[src/rtl/u2b_pkg.sv]
`timescale 1ns / 1ps
// ----------------------------------------------------------------------------
// u2b_pkg
// Types, constants and the inverse byte-level map for the UTF-8 byte decoder.
// ----------------------------------------------------------------------------
package u2b_pkg;

    localparam logic [7:0] QMARK      = 8'd63;
    localparam logic [7:0] LEAD2_MASK = 8'hE0;
    localparam logic [7:0] LEAD2_CODE = 8'hC0;
    localparam logic [7:0] LEAD3_MASK = 8'hF0;
    localparam logic [7:0] LEAD3_CODE = 8'hE0;

    localparam logic [1:0] HELD_NONE = 2'd0;
    localparam logic [1:0] HELD_ONE  = 2'd1;
    localparam logic [1:0] HELD_TWO  = 2'd2;

    typedef struct packed {
        logic [7:0] text_byte;
        logic       string_last;
    } item_t;

    typedef struct packed {
        logic [1:0] count;
        logic [7:0] first;
        logic [7:0] second;
    } result_t;

    typedef struct packed {
        logic       hit;
        logic [7:0] value;
    } mapped_t;

    function automatic logic is_lead2(input logic [7:0] b);
        return (b & LEAD2_MASK) == LEAD2_CODE;
    endfunction

    function automatic logic is_lead3(input logic [7:0] b);
        return (b & LEAD3_MASK) == LEAD3_CODE;
    endfunction

    // 33..126, 161..172, 174..255 pass; 256..288 -> 0..32, 289..322 -> 127..160,
    // 323 -> 173; anything else is dropped.
    function automatic mapped_t inv_map(input logic [15:0] cp);
        mapped_t m;
        m.hit   = 1'b0;
        m.value = cp[7:0];
        if (cp inside {[16'd33:16'd126], [16'd161:16'd172], [16'd174:16'd255],
                       [16'd256:16'd288]}) begin
            m.hit = 1'b1;
        end else if (cp inside {[16'd289:16'd322]}) begin
            m.hit   = 1'b1;
            m.value = cp[7:0] + 8'd94;
        end else if (cp == 16'd323) begin
            m.hit   = 1'b1;
            m.value = 8'd173;
        end
        return m;
    endfunction

endpackage

[src/rtl/utf8_to_byte_level_bytes.sv]
`timescale 1ns / 1ps
// ----------------------------------------------------------------------------
// utf8_to_byte_level_bytes
// UTF-8 token text to original bytes through the inverse byte-level map.
// ----------------------------------------------------------------------------
//  channel | dir | tdata          | tlast
//  s_      | in  | [7:0] text_byte | string_last
//  m_      | out | [7:0] out_byte  | run_end
//
// One input beat per cycle while the result register can take it: input
// register, decode logic, result register. An input gives 0, 1 or 2 result
// beats; a two-result input holds the input side while the register drains.
// Reset (aresetn low, synchronous) clears pending bytes and both registers.
// Stalls on m_tready back up through the result register to s_tready.
// ----------------------------------------------------------------------------
module utf8_to_byte_level_bytes (
    input  logic       aclk,
    input  logic       aresetn,
    input  logic       s_tvalid,
    output logic       s_tready,
    input  logic [7:0] s_tdata,   // [7:0] text_byte
    input  logic       s_tlast,
    output logic       m_tvalid,
    input  logic       m_tready,
    output logic [7:0] m_tdata,   // [7:0] out_byte
    output logic       m_tlast
);
    import u2b_pkg::*;

    item_t   s_item;
    item_t   item;
    result_t res;
    logic    valid;
    logic    free;
    logic    advance;

    assign s_item.text_byte   = s_tdata;
    assign s_item.string_last = s_tlast;
    assign advance            = valid && free;

    u2b_inreg u_inreg (
        .aclk     (aclk),
        .aresetn  (aresetn),
        .s_tvalid (s_tvalid),
        .s_tready (s_tready),
        .s_item   (s_item),
        .advance  (advance),
        .valid    (valid),
        .item     (item)
    );

    u2b_decode u_decode (
        .aclk    (aclk),
        .aresetn (aresetn),
        .advance (advance),
        .item    (item),
        .res     (res)
    );

    u2b_outbuf u_outbuf (
        .aclk     (aclk),
        .aresetn  (aresetn),
        .load     (advance),
        .res      (res),
        .free     (free),
        .m_tvalid (m_tvalid),
        .m_tready (m_tready),
        .m_tdata  (m_tdata),
        .m_tlast  (m_tlast)
    );

endmodule

[src/rtl/u2b_inreg.sv]
`timescale 1ns / 1ps
// ----------------------------------------------------------------------------
// u2b_inreg
// Input register: holds one accepted beat until the decode stage takes it.
// ----------------------------------------------------------------------------
module u2b_inreg (
    input  logic           aclk,
    input  logic           aresetn,
    input  logic           s_tvalid,
    output logic           s_tready,
    input  u2b_pkg::item_t s_item,
    input  logic           advance,
    output logic           valid,
    output u2b_pkg::item_t item
);
    import u2b_pkg::*;

    logic  valid_reg;
    item_t item_reg;

    assign s_tready = !valid_reg || advance;
    assign valid    = valid_reg;
    assign item     = item_reg;

    always_ff @(posedge aclk) begin
        if (!aresetn) begin
            valid_reg <= 1'b0;
        end else if (s_tready) begin
            valid_reg <= s_tvalid;
        end
    end

    always_ff @(posedge aclk) begin
        if (s_tvalid && s_tready) begin
            item_reg <= s_item;
        end
    end

endmodule

[src/rtl/u2b_decode.sv]
`timescale 1ns / 1ps
// ----------------------------------------------------------------------------
// u2b_decode
// UTF-8 sequence assembly and inverse byte-level map; owns the pending bytes.
// ----------------------------------------------------------------------------
module u2b_decode (
    input  logic             aclk,
    input  logic             aresetn,
    input  logic             advance,
    input  u2b_pkg::item_t   item,
    output u2b_pkg::result_t res
);
    import u2b_pkg::*;

    logic [7:0] lead_held_reg, lead_held_next;
    logic [7:0] second_held_reg, second_held_next;
    logic [1:0] held_count_reg, held_count_next;

    logic        want_a, want_b;
    logic [15:0] cp_a, cp_b;
    mapped_t     map_a, map_b;
    logic [7:0]  b;
    logic        last;

    assign b    = item.text_byte;
    assign last = item.string_last;

    always_comb begin
        want_a           = 1'b0;
        want_b           = 1'b0;
        cp_a             = {8'd0, QMARK};
        cp_b             = {8'd0, QMARK};
        lead_held_next   = lead_held_reg;
        second_held_next = second_held_reg;
        held_count_next  = HELD_NONE;

        if (held_count_reg == HELD_ONE && is_lead2(lead_held_reg)) begin
            want_a = 1'b1;
            cp_a   = {5'd0, lead_held_reg[4:0], b[5:0]};
        end else if (held_count_reg == HELD_ONE && is_lead3(lead_held_reg)) begin
            if (last) begin
                // lead cut short: '?' for it, then this byte alone
                want_a = 1'b1;
                want_b = 1'b1;
                cp_b   = b[7] ? {8'd0, QMARK} : {8'd0, b};
            end else begin
                second_held_next = b;
                held_count_next  = HELD_TWO;
            end
        end else if (held_count_reg == HELD_TWO) begin
            want_a = 1'b1;
            cp_a   = {lead_held_reg[3:0], second_held_reg[5:0], b[5:0]};
        end else begin
            if (!b[7]) begin
                want_a = 1'b1;
                cp_a   = {8'd0, b};
            end else if ((is_lead2(b) || is_lead3(b)) && !last) begin
                lead_held_next  = b;
                held_count_next = HELD_ONE;
            end else begin
                want_a = 1'b1;
            end
        end

        map_a = want_a ? inv_map(cp_a) : '0;
        map_b = want_b ? inv_map(cp_b) : '0;

        res.count  = {1'b0, map_a.hit} + {1'b0, map_b.hit};
        res.first  = map_a.hit ? map_a.value : map_b.value;
        res.second = map_b.value;
    end

    always_ff @(posedge aclk) begin
        if (!aresetn) begin
            lead_held_reg   <= 8'd0;
            second_held_reg <= 8'd0;
            held_count_reg  <= HELD_NONE;
        end else if (advance) begin
            lead_held_reg   <= lead_held_next;
            second_held_reg <= second_held_next;
            held_count_reg  <= held_count_next;
        end
    end

endmodule

[src/rtl/u2b_outbuf.sv]
`timescale 1ns / 1ps
// ----------------------------------------------------------------------------
// u2b_outbuf
// Result register: holds up to two bytes from one input and shifts them out.
// ----------------------------------------------------------------------------
module u2b_outbuf (
    input  logic             aclk,
    input  logic             aresetn,
    input  logic             load,
    input  u2b_pkg::result_t res,
    output logic             free,
    output logic             m_tvalid,
    input  logic             m_tready,
    output logic [7:0]       m_tdata,
    output logic             m_tlast
);
    import u2b_pkg::*;

    logic [1:0] count_reg;
    logic [7:0] first_reg;
    logic [7:0] second_reg;

    assign m_tvalid = count_reg != 2'd0;
    assign m_tlast  = count_reg == 2'd1;
    assign m_tdata  = first_reg;
    // slot is free when empty or once its final beat goes out this cycle
    assign free     = (count_reg == 2'd0) || (count_reg == 2'd1 && m_tready);

    always_ff @(posedge aclk) begin
        if (!aresetn) begin
            count_reg <= 2'd0;
        end else if (load) begin
            count_reg <= res.count;
        end else if (m_tvalid && m_tready) begin
            count_reg <= count_reg - 2'd1;
        end
    end

    always_ff @(posedge aclk) begin
        if (load) begin
            first_reg  <= res.first;
            second_reg <= res.second;
        end else if (m_tvalid && m_tready) begin
            first_reg  <= second_reg;
        end
    end

endmodule

[config.mk]
export PLATFORM = sky130hd
export DESIGN_NAME = utf8_to_byte_level_bytes
export DESIGN_NICKNAME = d
export VERILOG_FILES = /design/src/rtl/u2b_pkg.sv /design/src/rtl/utf8_to_byte_level_bytes.sv /design/src/rtl/u2b_inreg.sv /design/src/rtl/u2b_decode.sv /design/src/rtl/u2b_outbuf.sv
export SDC_FILE = /design/constraint.sdc
export NUM_CORES = 1
export LEC_CHECK = 0
export BUFFER_PORTS_ARGS = -buffer_cell sky130_fd_sc_hd__buf_2
export CAP_MARGIN = 40
export CELL_PAD_IN_SITES_DETAIL_PLACEMENT = 0
export CELL_PAD_IN_SITES_GLOBAL_PLACEMENT = 2
export CORE_MARGIN = 3
export CORE_UTILIZATION = 38
export DETAILED_ROUTE_END_ITERATION = 10
export GPL_TIMING_DRIVEN = 0
export PLACE_DENSITY = 0.89
export SLEW_MARGIN = 20
export SYNTH_ARGS = -nofsm -noshare
export SYNTH_HDL_FRONTEND = slang
export SYNTH_HIERARCHICAL = 1
export SYNTH_SLANG_ARGS = --single-unit
[constraint.sdc]
create_clock -name aclk -period 4.7 [get_ports aclk]
set_clock_uncertainty 0.15 [all_clocks]
set_input_delay 0.47 -clock aclk [delete_from_list [all_inputs] [get_ports aclk]]
set_output_delay 0.47 -clock aclk [all_outputs]
set_load 0.005 [all_outputs]
# After elaboration in Yosys (flattened, before gate mapping)

Cells that the tools add are included.

Flip-flop bits (word level): 44
Bits of input ports: 13
Output and inout bits: 11
Logic and storage cells: 111

Add/subtract/negate cells: 4
$lt $le $gt $ge: 20
Equal/unequal tests: 9
Muxes and demuxes: 36
Bitwise operators: 4
Reductions and logical operators: 29

Operators with widths:

| cell                | count |
|---|---|
| $mux 16             | 6 |
| $ge 16x8->1 const B | 4 |
| $ge 16x9->1 const B | 4 |
| $le 16x8->1 const B | 4 |
| $le 16x9->1 const B | 4 |
| $mux 9              | 6 |
| $mux 8              | 5 |
| $eq 16x9->1 const B | 2 |
| $ge 16x6->1 const B | 2 |
| $le 16x7->1 const B | 2 |
| $logic_and 1x1->1   | 17 |
| $add 8x7->8 const B | 2 |
| $mux 2              | 7 |
| $mux 1              | 11 |
| $eq 4x4->1 const B  | 2 |
| $reduce_bool 4->1   | 2 |
| $mux 7              | 1 |
| $eq 3x3->1 const B  | 2 |
| $reduce_and 6->1    | 1 |
| $eq 2x1->1 const B  | 2 |
| $not 1->1           | 4 |
| $reduce_and 4->1    | 1 |
| $reduce_bool 2->1   | 2 |
| $logic_or 1x1->1    | 3 |
| other kinds (5)     | 6 |

# Depth between registers and ports, before layout

Gate-level depths: netlist of run 1.

Depth after elaboration: 11
Mapped depth: 16
Gate-level depth less buffers: 15

# By module

Netlist of run 1, hierarchy kept.

By module, submodules not included:

| module                   | instances | cells each | area each (um^2) | seq. area each (um^2) |
|---|---|---|---|---|
| u2b_decode               | 1         | 198        | 1,560.2          | 320.3 |
| u2b_outbuf               | 1         | 44         | 734.5            | 520.5 |
| u2b_inreg                | 1         | 14         | 327.8            | 290.3 |
| utf8_to_byte_level_bytes | 1         | 1          | 6.3              | 0.0 |

# Worst setup path after synthesis of run 1

No wires, ideal clock.

Path type: reg2reg
From: register u_decode.held_count_reg[1]
To: register u_outbuf.count_reg[0]
Library setup time: 0.119 ns
Arrival: 3.149 ns
Data required time: 4.431 ns
Setup slack: 1.282 ns
Cell stages (with the launch flop): 16
Buffers on the path: 0
Period minus slack after synthesis: 3.418 ns
Cells stage by stage: dfxtp_1 -> nand4b_2 -> o211ai_1 -> nand2_2 -> nor2_1 -> inv_1 -> ha_1 -> nand2_1 -> nor4_1 -> o311ai_1 -> a221oi_4 -> o31ai_4 -> inv_1 -> ha_1 -> o21ai_0 -> a21oi_1

RTL lines:

| item                   | line             | text |
|---|---|---|
| from (decl)            | u2b_decode.sv:17 | `logic [1:0] held_count_reg, held_count_next;` |
| from (signal assigned) | u2b_decode.sv:81 | `held_count_reg <= held_count_next;` |
| to (signal assigned)   | u2b_outbuf.sv:33 | `count_reg <= res.count;` |
| to (signal assigned)   | u2b_outbuf.sv:35 | `count_reg <= count_reg - 2'd1;` |
| to (decl)              | u2b_outbuf.sv:19 | `logic [1:0] count_reg;` |

==> results by stage, run 1 <==
Cells and area:
- The repair_antennas step left the layout with diodes totalling 0.
- The final layout net count is 308.
- Excluding fillers, the count of instances in the completed layout stands at 366.
- In the final layout, the share of cells above drive strength 1 is 21.8%.
- The number of flip-flops in the largest register is 9.
- The summed area of non-filler cells in the final layout is 2950 sq um.
- The number of fill cells in the layout is 619.
- The synthesis-to-finish area growth is 12.4%.

Floorplan:
- The die is 89.2 um tall.
- The total area inside the core boundary comes to 6530 sq um.
- The number of top-level pins is 24.
- The die covers 7950 sq um.
- The placement row count is 29.
- The initial core utilization is 40.2%.
- The die width is 89.2 um.

Critical path:
- The end of the worst register-to-register path is u_outbuf/count_reg[0].
- The worst endpoint required time is 4740 ps.
- The signal arrival time at the worst endpoint is 4030 ps.
- The startpoint-to-endpoint class of the critical path is reg -> reg.
- Along the worst path, the maximum fanout reaches 9.
- STA classifies the critical path startpoint as a flop.
- The setup check on the worst reg-to-reg path leaves a slack of 710 ps.
- Counting cells, the worst reg-to-reg path comes to 15.
- The worst register-to-register path begins at u_decode/held_count_reg[0].
- The kind of capture point of the worst setup path is a flop.

STA:
- The number of hold violations in the final report was 0.
- Headroom to the max-slew limit came out at 48.0%.
- Counting I/O delays and the setup requirement, the final critical path takes 3990 ps.
- After routing, the total negative slack on setup checks comes to 0 ps.
- The maximum clock rate is 250 MHz.
- Setup violations remaining at the end of the flow were counted as 0.
- The max-slew violation total from the final report was 0.
- For the pin with the worst max-slew slack, the measured transition is 771 ps.
- Setup repair after global routing left no endpoint under its margin.
- Hold timing on the final database bottoms out at a slack of 195 ps.
- In the finished design, the share of the clock period the worst path needs comes to 85.0%.

Min path:
- The path class of the tightest hold or removal check is in -> reg.
- Counting instances, the worst hold path has a depth of 1.
- The sink of the worst hold path is u_inreg/item[5].
- In this run the most critical hold path is launched from s_tdata[4].

Synth:
- The post-synthesis register bit count is 44.
- The commonest cells after synthesis are sky130_fd_sc_hd__nor2_1, sky130_fd_sc_hd__edfxtp_1, sky130_fd_sc_hd__dfxtp_1, sky130_fd_sc_hd__nand2_1, sky130_fd_sc_hd__nor2b_1.
- Sorting the synthesized cells by area gives the leading types as sky130_fd_sc_hd__edfxtp_1, sky130_fd_sc_hd__dfxtp_1, sky130_fd_sc_hd__mux2i_1.
- The biggest area consumer among synthesized cells is sky130_fd_sc_hd__edfxtp_1.
- In the synthesized netlist the dominant register cell turns out to be sky130_fd_sc_hd__edfxtp_1.
- The number of instances in the synthesized netlist is 257.
- The share of flip-flops with an asynchronous set or reset is 0%.
- The number of enable-type register cells in the synthesized netlist is 25.
- The most common cell in the synthesized netlist is sky130_fd_sc_hd__nor2_1.
- The number of nets produced by synthesis is 277.
- The total of warnings raised by yosys is 6.
- The share of the synthesized area in the top cell type is 28.6%.
- A synthesized cell averages 10.2 sq um.
- The number of library cell types mapped by synthesis is 72.
- The synthesized netlist occupies a cell area of 2630 sq um.
- The fraction of the yosys area taken by sequential cells is 43.0%.

Detailed routing:
- In this run, the number of DRC markers left after iteration 0 of detailed routing was 162.
- The first-pass iteration count of the detailed router is 4.
- The wire length per cell is 16.2 um.
- Once detail routing completed, the nets flagged for antenna violations numbered 0.
- The count of unresolved DRC violations after routing is 0.
- The routed design has 5.91 mm of wire.
- The via count of the routed design is 2049.
- Using the TritonRoute via totals, the vias-per-cell ratio works out to 5.60.

CTS:
- The number of gates resized after CTS was 0.
- The maximum count of clock buffers along a single path is 2.
- The clock insertion delay at the later pin of the skew report is 290 ps.
- The clock root buffer master is sky130_fd_sc_hd__clkbuf_8.
- For this design, the CTS-stage hold fixing added 0 buffers.
- Clock tree synthesis inserted a total of 5 buffers.
- The CTS clock-pin slew for the worst setup and hold paths is 80 ps.
- The TritonCTS clock tree is done.
- The tree built by TritonCTS fans out to 44 sinks.
- Post-CTS timing repair inserted 0 buffers for setup.
- The total number of H-tree levels is 2.

Global routing:
- The initial antenna violation count is 0.
- The total track usage is 16.0%.
- The first-pass GRT wire length is 9.77 mm.
- The maximum number of pins on one net before global-route repair is 15.
- The number of global-route vias before repair is 1915.
- The residual overflow from global routing is 0.

Power and ir drop:
- Total power for the finished layout comes to 0.909 mW.
- The analysis attributes to cell leakage a power of 1.10 nW.
- For this design the ratio of total power to cell area is 308 nW/um^2.
- The worst IR drop on VDD is 0.204 mV.

Placed design:
- The total of buffers placed on input and output ports is 23.
- The post-DP HPWL is 4.33 mm.
- The congestion estimate from routability-driven global placement came to 0.852.
- The area of placed instances is 2840 sq um.
- The number of placed cells counting well taps is 357.

Run:
- Across the run, the number of max-cap violations was 0.

Status:
- The run finished with clean final reports.
layout make-up:
type	instances	area (sq um)	share of cell area, %
timing repair buffer	24	123	4.15
clock inverter	1	30.0	1.02
buffer	11	63.8	2.16
clock buffer	7	76.3	2.58
inverter	13	48.8	1.65
multi-input combinational	189	1390	46.9
sequential	44	1130	38.3
tap	77	96.3	3.26
report_power, final:
group	internal [mW]	switching, mW	total [mW]
clock	0.159	0.124	0.283
combinational	0.0733	0.0942	0.167
sequential	0.446	0.0130	0.459
metrics by stage:
stage / worst slack (ps) / util, %
2_1_floorplan: 1280 / -
3_3_place_gp: 728 / 43.5
3_5_place_dp: 734 / 43.5
4_1_cts: 733 / 45.1
5_1_grt: 451 / 45.2
6_report: 707 / 45.2
worst max-delay path, cell delays in order (launching register included):
cell and delay, ps:
sky130_fd_sc_hd__dfxtp_1 450, sky130_fd_sc_hd__nand4b_2 260, sky130_fd_sc_hd__o211ai_1 300, sky130_fd_sc_hd__nand2_2 170
sky130_fd_sc_hd__nor2_1 400, sky130_fd_sc_hd__inv_1 130, sky130_fd_sc_hd__ha_1 220, sky130_fd_sc_hd__nand2_1 70
sky130_fd_sc_hd__nor4_1 60, sky130_fd_sc_hd__o311ai_1 410, sky130_fd_sc_hd__a221oi_4 190, sky130_fd_sc_hd__o31ai_4 490
sky130_fd_sc_hd__inv_1 90, sky130_fd_sc_hd__ha_1 300, sky130_fd_sc_hd__o21ai_0 140, sky130_fd_sc_hd__a21oi_1 50
layer usage:
layer / vias up / wire length [um] / global-route usage (%)
li1: 1010 / - / -
met1: 958 / 2840 / 23.1
met2: 73 / 2680 / 24.5
met4: 0 / 83 / 4.19
met5: - / 0 / 0
met3: 8 / 317 / 3.13
layout by cell type (no fill, tap or decap), types with 3 or more instances in the layout:
| cell | Yosys | layout |
|---|---|---|
| sky130_fd_sc_hd__o21ai_0 | 4 | 4 |
| sky130_fd_sc_hd__nor2b_1 | 18 | 18 |
| sky130_fd_sc_hd__nand2_1 | 19 | 19 |
| sky130_fd_sc_hd__mux2_2 | 8 | 8 |
| sky130_fd_sc_hd__a21oi_1 | 8 | 8 |
| sky130_fd_sc_hd__nor3_1 | 7 | 7 |
| sky130_fd_sc_hd__clkbuf_1 | 5 | 7 |
| sky130_fd_sc_hd__nor2_1 | 26 | 26 |
| sky130_fd_sc_hd__o211a_1 | 3 | 3 |
| sky130_fd_sc_hd__and2_1 | 3 | 3 |
| sky130_fd_sc_hd__nand3_1 | 4 | 4 |
| sky130_fd_sc_hd__buf_2 | 3 | 26 |
| sky130_fd_sc_hd__dfxtp_1 | 19 | 19 |
| sky130_fd_sc_hd__inv_1 | 13 | 13 |
| sky130_fd_sc_hd__clkbuf_8 | 0 | 5 |
| sky130_fd_sc_hd__nand2b_1 | 3 | 3 |
| sky130_fd_sc_hd__nor3b_1 | 3 | 3 |
| sky130_fd_sc_hd__mux2i_1 | 12 | 12 |
| sky130_fd_sc_hd__edfxtp_1 | 25 | 25 |
| sky130_fd_sc_hd__o211ai_1 | 3 | 3 |
| sky130_fd_sc_hd__ha_1 | 7 | 7 |
| sky130_fd_sc_hd__o21a_1 | 4 | 4 |
logic make-up (layout without fill, tap and decap cells):
kind of cell	Yosys count	after routing	synth area share, %
buffers and inverters	24	56	4.28
adders and majority gates	7	7	3.33
and+or+nand+nor	105	105	22.4
muxes	20	20	8.00
other	1	1	0.143
DFF	44	44	43.0
AOI/OAI and AO/OA	55	55	18.5
xor gates and xnor gates	1	1	0.333
worst max path at each step:
| stage | start | to | slack, ps | depth (start not counted) |
|---|---|---|---|---|
| floorplan | u_decode/held_count_reg[1] | u_outbuf/count_reg[0] | 1280 | 15 |
| global placement | u_decode/held_count_reg[0] | u_outbuf/count_reg[0] | 730 | 15 |
| detailed placement | u_decode/held_count_reg[1] | u_outbuf/count_reg[0] | 730 | 15 |
| CTS | u_decode/held_count_reg[1] | u_outbuf/count_reg[0] | 730 | 15 |
| global route | u_decode/held_count_reg[0] | u_outbuf/count_reg[0] | 450 | 15 |
| finish | u_decode/held_count_reg[0] | u_outbuf/count_reg[0] | 710 | 15 |
Power figures use the tool's default switching activity.
==> run 2, diff against run 1 <==
Settings changed: ABC_AREA from default to 1, CORE_UTILIZATION 38 to 30, PLACE_DENSITY 0.89 to 0.86.
Clock period 4.7 ns to 3.36 ns, I/O delays scaled along.
==> run 2 against run 1 <==
  * Synthesized area is 9.0% higher
  * Final cell count grew 58%
  * Via count rose by 28%
  * Core utilization decreased by 9.3 points
  * Combinational power increased by 90%
  * Sequential power increased by 48%
  * Synthesized cell count grew 61%
  * Routed wire length grew 19%
  * Critical path type unchanged
  * Critical path depth rose by 12
  * Total power is 53% higher
==> results by stage, run 2 <==
Synth:
- The cell area after synthesis is 2870 sq um (was 2630 sq um).
- The number of instances in the synthesized netlist is 414 (was 257).
- The share of the synthesized area in the top cell type is 26.2% (was 28.6%).
- The most frequently used cell type in the post-synthesis netlist is sky130_fd_sc_hd__nand2_1 (was sky130_fd_sc_hd__nor2_1).
- The share of flip-flops with an asynchronous set or reset is 0% (unchanged).
- Largest cells by area after synthesis: sky130_fd_sc_hd__edfxtp_1, sky130_fd_sc_hd__nand2_1, sky130_fd_sc_hd__dfxtp_1 (was sky130_fd_sc_hd__edfxtp_1, sky130_fd_sc_hd__dfxtp_1, sky130_fd_sc_hd__mux2i_1).
- The number of nets produced by synthesis is 434 (was 277).
- The total of warnings raised by yosys is 6 (unchanged).
- The fraction of the yosys area taken by sequential cells is 39.5% (was 43.0%).
- The number of enable-type register cells in the synthesized netlist came to 25 (unchanged).
- The flip-flop cell with the highest count after synthesis is sky130_fd_sc_hd__edfxtp_1 (unchanged).
- The synthesized area per cell is 6.92 sq um (was 10.2 sq um).
- Ranking of synthesized cells by instance count: sky130_fd_sc_hd__nand2_1, sky130_fd_sc_hd__inv_1, sky130_fd_sc_hd__nor2_1 (was sky130_fd_sc_hd__nor2_1, sky130_fd_sc_hd__edfxtp_1, sky130_fd_sc_hd__dfxtp_1, sky130_fd_sc_hd__nand2_1, sky130_fd_sc_hd__nor2b_1).
- The biggest area consumer among synthesized cells is sky130_fd_sc_hd__edfxtp_1 (unchanged).
- The number of library cell types mapped by synthesis is 30 (was 72).
- The post-synthesis register bit count is 44 (unchanged).

Cells and area:
- The final layout net count is 469 (was 308).
- The synthesis-to-finish area growth is 16.0% (was 12.4%).
- The number of fill cells in the layout came to 1038 (was 619).
- The most frequent standard cell in the layout excluding fill and tap cells is sky130_fd_sc_hd__nand2_1.
- The number of flip-flops in the largest register is 9 (unchanged).
- The footprint of the flip-flops and latches is 1140 sq um (was 1130 sq um).
- The area occupied by multi-input gates was 1460 sq um (was 1390 sq um).
- The fraction of layout instances using a drive strength above 1 is 15.8% (was 21.8%).
- The summed area of non-filler cells in the final layout was 3320 sq um (was 2950 sq um).
- Commonest non-fill, non-tap cells in the layout: sky130_fd_sc_hd__nand2_1, sky130_fd_sc_hd__inv_1, sky130_fd_sc_hd__nor2_1, sky130_fd_sc_hd__nand3_1, sky130_fd_sc_hd__edfxtp_1 (was sky130_fd_sc_hd__buf_2, sky130_fd_sc_hd__nor2_1, sky130_fd_sc_hd__edfxtp_1, sky130_fd_sc_hd__nand2_1, sky130_fd_sc_hd__dfxtp_1).
- The final antenna diode count is 0 (unchanged).

STA:
- The worst hold slack is 65.9 ps (was 195 ps).
- The number of hold violations in the final report is 0 (unchanged).
- The max-slew violation total from the final report is 0 (unchanged).
- The least setup slack across all paths after layout is 293 ps (was 707 ps).
- The maximum clock rate came to 326 MHz (was 250 MHz).
- The minimum clock period after layout is 3070 ps (was 3990 ps).
- The worst slew margin relative to its limit was 49.8% (was 48.0%).
- The setup total negative slack is 0 ps (unchanged).
- The part of the cycle the worst path needs is 91.3% (was 85.0%).
- The actual transition at the worst max-transition pin is 753 ps (was 771 ps).
- The total setup violations reported at the end of the flow is 0 (unchanged).

Detailed routing:
- The via count of the routed design was 2621 (was 2049).
- The highest metal layer used by the detailed router was met4 (unchanged).
- The post-detailed-routing wire length is 7.04 mm (was 5.91 mm).
- The first-pass iteration count of the detailed router is 5 (was 4).
- The count of unresolved DRC violations after routing is 0 (unchanged).
- The length of routed met3 wiring is 127 um (was 317 um).
- The number of nets with antenna violations after detailed routing is 0 (unchanged).
- The routed metal-1 wirelength was 3.51 mm (was 2.84 mm).
- The number of DRC markers after the initial detailed-route iteration was 82 (was 162).
- The wire length per cell is 12.2 um (was 16.2 um).
- The routed length on met2 is 3.27 mm (was 2.68 mm).
- The number of vias per cell after detailed routing is 4.53 (was 5.60).

Global routing:
- The total track usage is 13.7% (was 16.0%).
- The number of global-route vias before repair is 2525 (was 1915).
- The first-pass GRT wire length is 12.1 mm (was 9.77 mm).
- The initial antenna violation count came to 0 (unchanged).
- The residual overflow from global routing was 0 (unchanged).
- The maximum number of pins on one net before global-route repair is 16 (was 15).

Critical path:
- The end of the worst register-to-register path was u_outbuf/count_reg[0] (unchanged).
- The critical register-to-register path startpoint is u_decode/held_count_reg[0] (unchanged).
- The worst endpoint required time is 3400 ps (was 4740 ps).
- The startpoint-to-endpoint class of the critical path is reg -> reg (unchanged).
- The worst reg-to-reg setup slack is 290 ps (was 710 ps).
- The kind of capture point of the worst setup path is a flop (unchanged).
- The type of element launching the critical path is a flop (unchanged).
- The signal arrival time at the worst endpoint is 3110 ps (was 4030 ps).
- The length in cells of the worst reg-to-reg path is 27 (was 15).
- The critical-path maximum fanout is 9 (unchanged).

CTS:
- The CTS sink count is 44 (unchanged).
- The clock root buffer master is sky130_fd_sc_hd__clkbuf_8 (unchanged).
- The CTS clock-pin slew for the worst setup and hold paths is 80 ps (about the same).
- The clock buffer count from CTS is 5 (unchanged).
- The maximum count of clock buffers along a single path is 2 (unchanged).
- The total number of H-tree levels came to 2 (unchanged).
- The clock insertion delay at the later pin of the skew report is 290 ps (about the same).
- The TritonCTS clock tree is done (unchanged).

Floorplan:
- The die boundary height is 104 um (was 89.2 um).
- The initial core utilization is 31.0% (was 40.2%).
- The placement row count is 35 (was 29).
- The die area is 10800 sq um (was 7950 sq um).
- The number of top-level pins came to 24 (unchanged).
- The area of the core is 9240 sq um (was 6530 sq um).
- The die width was 104 um (was 89.2 um).

Min path:
- The path class of the lowest-slack min-delay path is in -> reg (unchanged).
- The beginning of the worst hold path is s_tdata[0] (was s_tdata[4]).
- The sink of the worst hold path is u_inreg/item[1] (was u_inreg/item[5]).
- The worst hold path cell count is 1 (unchanged).

Placed design:
- The area of placed instances is 3140 sq um (was 2840 sq um).
- The total of buffers placed on input and output ports is 23 (unchanged).
- The routability congestion estimate from global placement was 0.860 (was 0.852).
- The post-placement worst setup slack is 34.9 ps (was 734 ps).
- The post-DP HPWL is 5.62 mm (was 4.33 mm).

Power and ir drop:
- The internal power is 0.983 mW (was 0.678 mW).
- The switching share of power is 29.1% (was 25.4%).
- The worst IR drop on VDD is 0.242 mV (was 0.204 mV).
- The power density over the cells is 417 nW/um^2 (was 308 nW/um^2).
- The post-layout total power came to 1.39 mW (was 0.909 mW).
- The sequential power share is 49.0% (was 50.5%).
- The switching power total is 0.404 mW (was 0.231 mW).
- The static leakage is 1.61 nW (was 1.10 nW).
- The relative contribution of the clock network to total power came to 28.1% (was 31.1%).
- The share of total power in combinational logic came to 23.0% (was 18.4%).

Status:
- Result of the run: complete, no violations (unchanged).

Run:
- The number of maximum-capacitance violations is 0 (unchanged).
run 2: cell types whose count changed after synthesis, sizes merged, moves of 4 or more:
cell    delta
nor2      +32
mux2i     -12
mux2       -8
nand3     +37
nand4      +6
o21a       -4
nor2b     -19
nand2b     -4
o21ai     +15
a21oi     +16
inv       +55
nand2    +102
and2       -4
run 2: critical path, stage by stage (launching register included):
cell and delay, ps:
sky130_fd_sc_hd__dfxtp_4 370, sky130_fd_sc_hd__inv_2 50, sky130_fd_sc_hd__nor2_4 150, sky130_fd_sc_hd__nand3_4 100
sky130_fd_sc_hd__nand2_2 110, sky130_fd_sc_hd__buf_6 130, sky130_fd_sc_hd__nand2_1 60, sky130_fd_sc_hd__inv_2 90
sky130_fd_sc_hd__nand2_2 80, sky130_fd_sc_hd__inv_1 90, sky130_fd_sc_hd__ha_1 140, sky130_fd_sc_hd__inv_1 40
sky130_fd_sc_hd__nor3_2 160, sky130_fd_sc_hd__nand3_1 110, sky130_fd_sc_hd__nand2_1 90, sky130_fd_sc_hd__nand3_1 60
sky130_fd_sc_hd__nand2_1 80, sky130_fd_sc_hd__inv_1 40, sky130_fd_sc_hd__nand2_1 110, sky130_fd_sc_hd__nand2_4 90
sky130_fd_sc_hd__inv_1 90, sky130_fd_sc_hd__ha_1 220, sky130_fd_sc_hd__inv_1 50, sky130_fd_sc_hd__nand2_1 40
sky130_fd_sc_hd__nand2_1 80, sky130_fd_sc_hd__nand2_1 40, sky130_fd_sc_hd__nand2_1 80, sky130_fd_sc_hd__nor2_2 30
run 2: area by class of cell:
class / count / area share (%)
plain buffers: 7 / 1.58
well taps: 129 / 4.86
repair buffers: 28 / 4.59
multi-input cells: 295 / 43.9
clock inverters: 3 / 1.13
clock buffers: 5 / 2.07
flip-flops and latches: 44 / 34.2
inverters: 68 / 7.68
run 2: cell families (layout without fill, tap and decap cells):
family | count (synthesis) | after routing | synth area share, %
simple gates | 235 | 235 | 36.4
flops | 44 | 44 | 39.5
fa+ha+maj | 7 | 7 | 3.06
other cells | 1 | 1 | 0.131
buf+inv | 75 | 111 | 10.7
xor+xnor | 4 | 4 | 1.22
compound gates | 48 | 48 | 8.95
run 2: power by group through the flow:
stage / logic, mW / registers [mW] / clock network, mW
6_report: 0.318 / 0.679 / 0.389
5_1_grt: 0.370 / 0.686 / 0.424
4_1_cts: 0.314 / 0.681 / 0.400
3_5_place_dp: 0.313 / 0.694 / 0
3_3_place_gp: 0.313 / 0.692 / 0
2_1_floorplan: 0.207 / 0.689 / 0
run 2: per-layer routing:
layer | up-vias | GRT usage (%)
met5 | - | 0
li1 | 1391 | -
met3 | 10 | 1.93
met2 | 30 | 22.4
met4 | 0 | 4.65
met1 | 1190 | 18.6
run 2: repair_timing:
action | in CTS | in global routing
endpoints found under the setup margin | 0 | 2
setup buffers | 0 | 5
resized for setup | 0 | 11
hold buffers | 0 | 0
run 2: how the worst max path moves through the flow:
stage | from | endpoint | depth (start not counted)
after floorplan | u_decode/held_count_reg[0] | u_outbuf/count_reg[0] | 27
after global placement | u_decode/held_count_reg[0] | u_outbuf/count_reg[0] | 27
after detailed placement | u_decode/held_count_reg[0] | u_outbuf/count_reg[0] | 27
after CTS | u_decode/held_count_reg[0] | u_outbuf/count_reg[0] | 27
after global routing | u_decode/held_count_reg[0] | u_outbuf/count_reg[0] | 27
final | u_decode/held_count_reg[0] | u_outbuf/count_reg[0] | 27
run 2: stage by stage:
| stage | cells | util (%) |
|---|---|---|
| 4_1_cts | 574 | 35.2 |
| 6_report | 579 | 36.0 |
| 3_3_place_gp | 566 | 34.0 |
| 5_1_grt | 579 | 36.0 |
| 2_1_floorplan | 414 | - |
| 3_5_place_dp | 566 | 34.0 |
==> run 3, diff against run 2 <==
Settings changed: HOLD_SLACK_MARGIN from default to 0.15.
==> run 3 against run 2 <==
  * Clock-buffer cell count unchanged
  * Sequential cell count unchanged
  * Maximum frequency down 0.33%
  * Die area unchanged
  * Non-clock buffer count up 10
  * Sequential power about the same
  * Largest cell class unchanged
  * Clock power about the same
  * Worst setup slack worse by 10 ps
  * Critical path depth unchanged
  * Cell area up 3.0%
  * Highest routed layer unchanged
==> results by stage, run 3 (synthesis gave the netlist of run 2 again) <==
Floorplan:
- The area of the core is 9240 sq um (unchanged).
- The initial core utilization is 31.0% (unchanged).
- The die area is 10800 sq um (unchanged).
- The placement row count is 35 (unchanged).
- The die boundary height is 104 um (unchanged).
- The number of top-level pins is 24 (unchanged).
- The die width was 104 um (unchanged).

Power and ir drop:
- The worst IR drop on VDD is 0.251 mV (was 0.242 mV).
- The static leakage was 1.65 nW (was 1.61 nW).
- The share of total power in combinational logic is 23.5% (was 23.0%).
- The relative contribution of the clock network to total power is 27.9% (was 28.1%).
- The power density over the cells was 408 nW/um^2 (was 417 nW/um^2).
- The internal power is 0.990 mW (was 0.983 mW).
- The switching power total is 0.407 mW (was 0.404 mW).
- The sequential power share is 48.6% (was 49.0%).
- The switching share of power came to 29.1% (about the same).

STA:
- The maximum clock rate came to 325 MHz (was 326 MHz).
- The setup total negative slack was 0 ps (unchanged).
- The total setup violations reported at the end of the flow came to 0 (unchanged).
- The minimum clock period after layout came to 3080 ps (was 3070 ps).
- The worst slew margin relative to its limit came to 48.9% (was 49.8%).
- The max-slew violation total from the final report is 0 (unchanged).
- The number of hold violations in the final report is 0 (unchanged).
- The actual transition at the worst max-transition pin was 767 ps (was 753 ps).
- The part of the cycle the worst path needs is 91.6% (was 91.3%).

Detailed routing:
- The via count of the routed design is 2691 (was 2621).
- The first-pass iteration count of the detailed router came to 4 (was 5).
- The number of vias per cell after detailed routing came to 4.57 (was 4.53).
- The count of unresolved DRC violations after routing is 0 (unchanged).
- The number of DRC markers after the initial detailed-route iteration is 98 (was 82).
- The wire length per cell is 12.2 um (about the same).
- The number of nets with antenna violations after detailed routing was 0 (unchanged).
- The post-detailed-routing wire length is 7.20 mm (was 7.04 mm).

Cells and area:
- The synthesis-to-finish area growth is 19.5% (was 16.0%).
- Commonest non-fill, non-tap cells in the layout: sky130_fd_sc_hd__nand2_1, sky130_fd_sc_hd__inv_1, sky130_fd_sc_hd__nor2_1, sky130_fd_sc_hd__nand3_1, sky130_fd_sc_hd__edfxtp_1 (unchanged).
- The area occupied by multi-input gates is 1460 sq um (unchanged).
- The number of flip-flops in the largest register came to 9 (unchanged).
- The fraction of layout instances using a drive strength above 1 came to 15.4% (was 15.8%).
- The most frequent standard cell in the layout excluding fill and tap cells is sky130_fd_sc_hd__nand2_1 (unchanged).
- The final layout net count is 479 (was 469).
- The final antenna diode count is 0 (unchanged).
- The footprint of the flip-flops and latches is 1140 sq um (unchanged).
- The number of fill cells in the layout is 1026 (was 1038).
- The summed area of non-filler cells in the final layout is 3420 sq um (was 3320 sq um).

CTS:
- The clock insertion delay at the later pin of the skew report is 290 ps (about the same).
- The TritonCTS clock tree is done (unchanged).
- The clock buffer count from CTS was 5 (unchanged).
- The clock root buffer master is sky130_fd_sc_hd__clkbuf_8 (unchanged).
- The CTS clock-pin slew for the worst setup and hold paths is 80 ps (about the same).
- The CTS sink count came to 44 (unchanged).
- The total number of H-tree levels is 2 (unchanged).
- The maximum count of clock buffers along a single path came to 2 (unchanged).

Global routing:
- The total track usage came to 13.9% (was 13.7%).
- The number of global-route vias before repair is 2588 (was 2525).
- The first-pass GRT wire length is 12.3 mm (was 12.1 mm).
- The maximum number of pins on one net before global-route repair came to 16 (unchanged).
- The residual overflow from global routing was 0 (unchanged).
- The initial antenna violation count is 0 (unchanged).

Status:
- Result of the run: complete, no violations (unchanged).

Critical path:
- The startpoint-to-endpoint class of the critical path is reg -> reg (unchanged).
- The critical-path maximum fanout is 9 (unchanged).
- The type of element launching the critical path is a flop (unchanged).
- The worst reg-to-reg setup slack was 280 ps (was 290 ps).
- The signal arrival time at the worst endpoint is 3120 ps (was 3110 ps).
- The critical register-to-register path startpoint is u_decode/held_count_reg[0] (unchanged).
- The end of the worst register-to-register path is u_outbuf/count_reg[0] (unchanged).
- The length in cells of the worst reg-to-reg path is 27 (unchanged).
- The worst endpoint required time came to 3400 ps (about the same).
- The kind of capture point of the worst setup path is a flop (unchanged).

Min path:
- The path class of the lowest-slack min-delay path is in -> reg (unchanged).
- The beginning of the worst hold path is aresetn (was s_tdata[0]).
- The sink of the worst hold path is u_inreg/valid (was u_inreg/item[1]).
- The worst hold path cell count was 3 (was 1).

Placed design:
- The post-DP HPWL came to 5.62 mm (unchanged).
- The area of placed instances was 3140 sq um (unchanged).
- The total of buffers placed on input and output ports came to 23 (unchanged).
- The routability congestion estimate from global placement is 0.860 (unchanged).

Run:
- The number of maximum-capacitance violations is 0 (unchanged).
==> run 3: changes by cell type in the layout (fill, tap and decap cells not counted) <==
cell                            before  now
sky130_fd_sc_hd__dlygate4sd3_1       0   10
==> run 3: metal layers <==
metal,GRT usage (%),share of wire (%)
met5,0,0
met4,4.65,1.8
met3,1.99,2.1
met2,23.1,47
met1,18.7,49
==> run 3: cell type report <==
type,instances,share of cell area [%]
Clock buffer,5,2.01
Buffer,7,1.54
Clock inverter,3,1.10
Tap cell,129,4.71
Timing Repair Buffer,38,7.38
Inverter,68,7.46
Multi-Input combinational cell,295,42.6
Sequential cell,44,33.2
==> run 3: metrics by stage <==
stage                     instances  util [%]  power (mW)  hold slack (ps)  setup WS [ps]
after global routing            589      37.0        1.49              241          -19.4
after detailed placement        566      34.0        1.01              299           34.9
after global placement          566      34.0        1.00              296           78.3
final                           589      37.0        1.40              245            282
after CTS                       584      36.2        1.40              241           20.0
after floorplan                 414         -       0.897              278            502
==> run 3: critical path, stage by stage, from the launching register on <==
cell and delay (ps):
sky130_fd_sc_hd__dfxtp_4 370, sky130_fd_sc_hd__inv_2 50, sky130_fd_sc_hd__nor2_4 150, sky130_fd_sc_hd__nand3_4 100
sky130_fd_sc_hd__nand2_2 110, sky130_fd_sc_hd__buf_6 130, sky130_fd_sc_hd__nand2_1 60, sky130_fd_sc_hd__inv_2 90
sky130_fd_sc_hd__nand2_2 90, sky130_fd_sc_hd__inv_1 90, sky130_fd_sc_hd__ha_1 140, sky130_fd_sc_hd__inv_1 40
sky130_fd_sc_hd__nor3_2 160, sky130_fd_sc_hd__nand3_1 110, sky130_fd_sc_hd__nand2_1 90, sky130_fd_sc_hd__nand3_1 60
sky130_fd_sc_hd__nand2_1 80, sky130_fd_sc_hd__inv_1 40, sky130_fd_sc_hd__nand2_1 110, sky130_fd_sc_hd__nand2_4 90
sky130_fd_sc_hd__inv_1 90, sky130_fd_sc_hd__ha_1 220, sky130_fd_sc_hd__inv_1 50, sky130_fd_sc_hd__nand2_1 40
sky130_fd_sc_hd__nand2_1 80, sky130_fd_sc_hd__nand2_1 40, sky130_fd_sc_hd__nand2_1 80, sky130_fd_sc_hd__nor2_2 30
==> run 3: worst max-delay path by stage <==
stage / startpoint / to / depth (start not counted)
finish: u_decode/held_count_reg[0] / u_outbuf/count_reg[0] / 27
global route: u_decode/held_count_reg[0] / u_outbuf/count_reg[0] / 27
CTS: u_decode/held_count_reg[0] / u_outbuf/count_reg[0] / 27
detailed placement: u_decode/held_count_reg[0] / u_outbuf/count_reg[0] / 27
global placement: u_decode/held_count_reg[0] / u_outbuf/count_reg[0] / 27
floorplan: u_decode/held_count_reg[0] / u_outbuf/count_reg[0] / 27
==> run 3: repair_timing <==
action,CTS,global route
hold buffers,10,0
buffers inserted,0,5
hold endpoints to repair,10,0
setup endpoints to repair,0,2
resized for setup,0,11
==> run 3: power groups by stage <==
| stage | Combinational (mW) | Clock (mW) | Sequential, mW |
|---|---|---|---|
| floorplan | 0.207 | 0 | 0.689 |
| global placement | 0.313 | 0 | 0.692 |
| detailed placement | 0.313 | 0 | 0.694 |
| CTS | 0.323 | 0.400 | 0.681 |
| global route | 0.380 | 0.425 | 0.686 |
| finish | 0.329 | 0.389 | 0.679 |
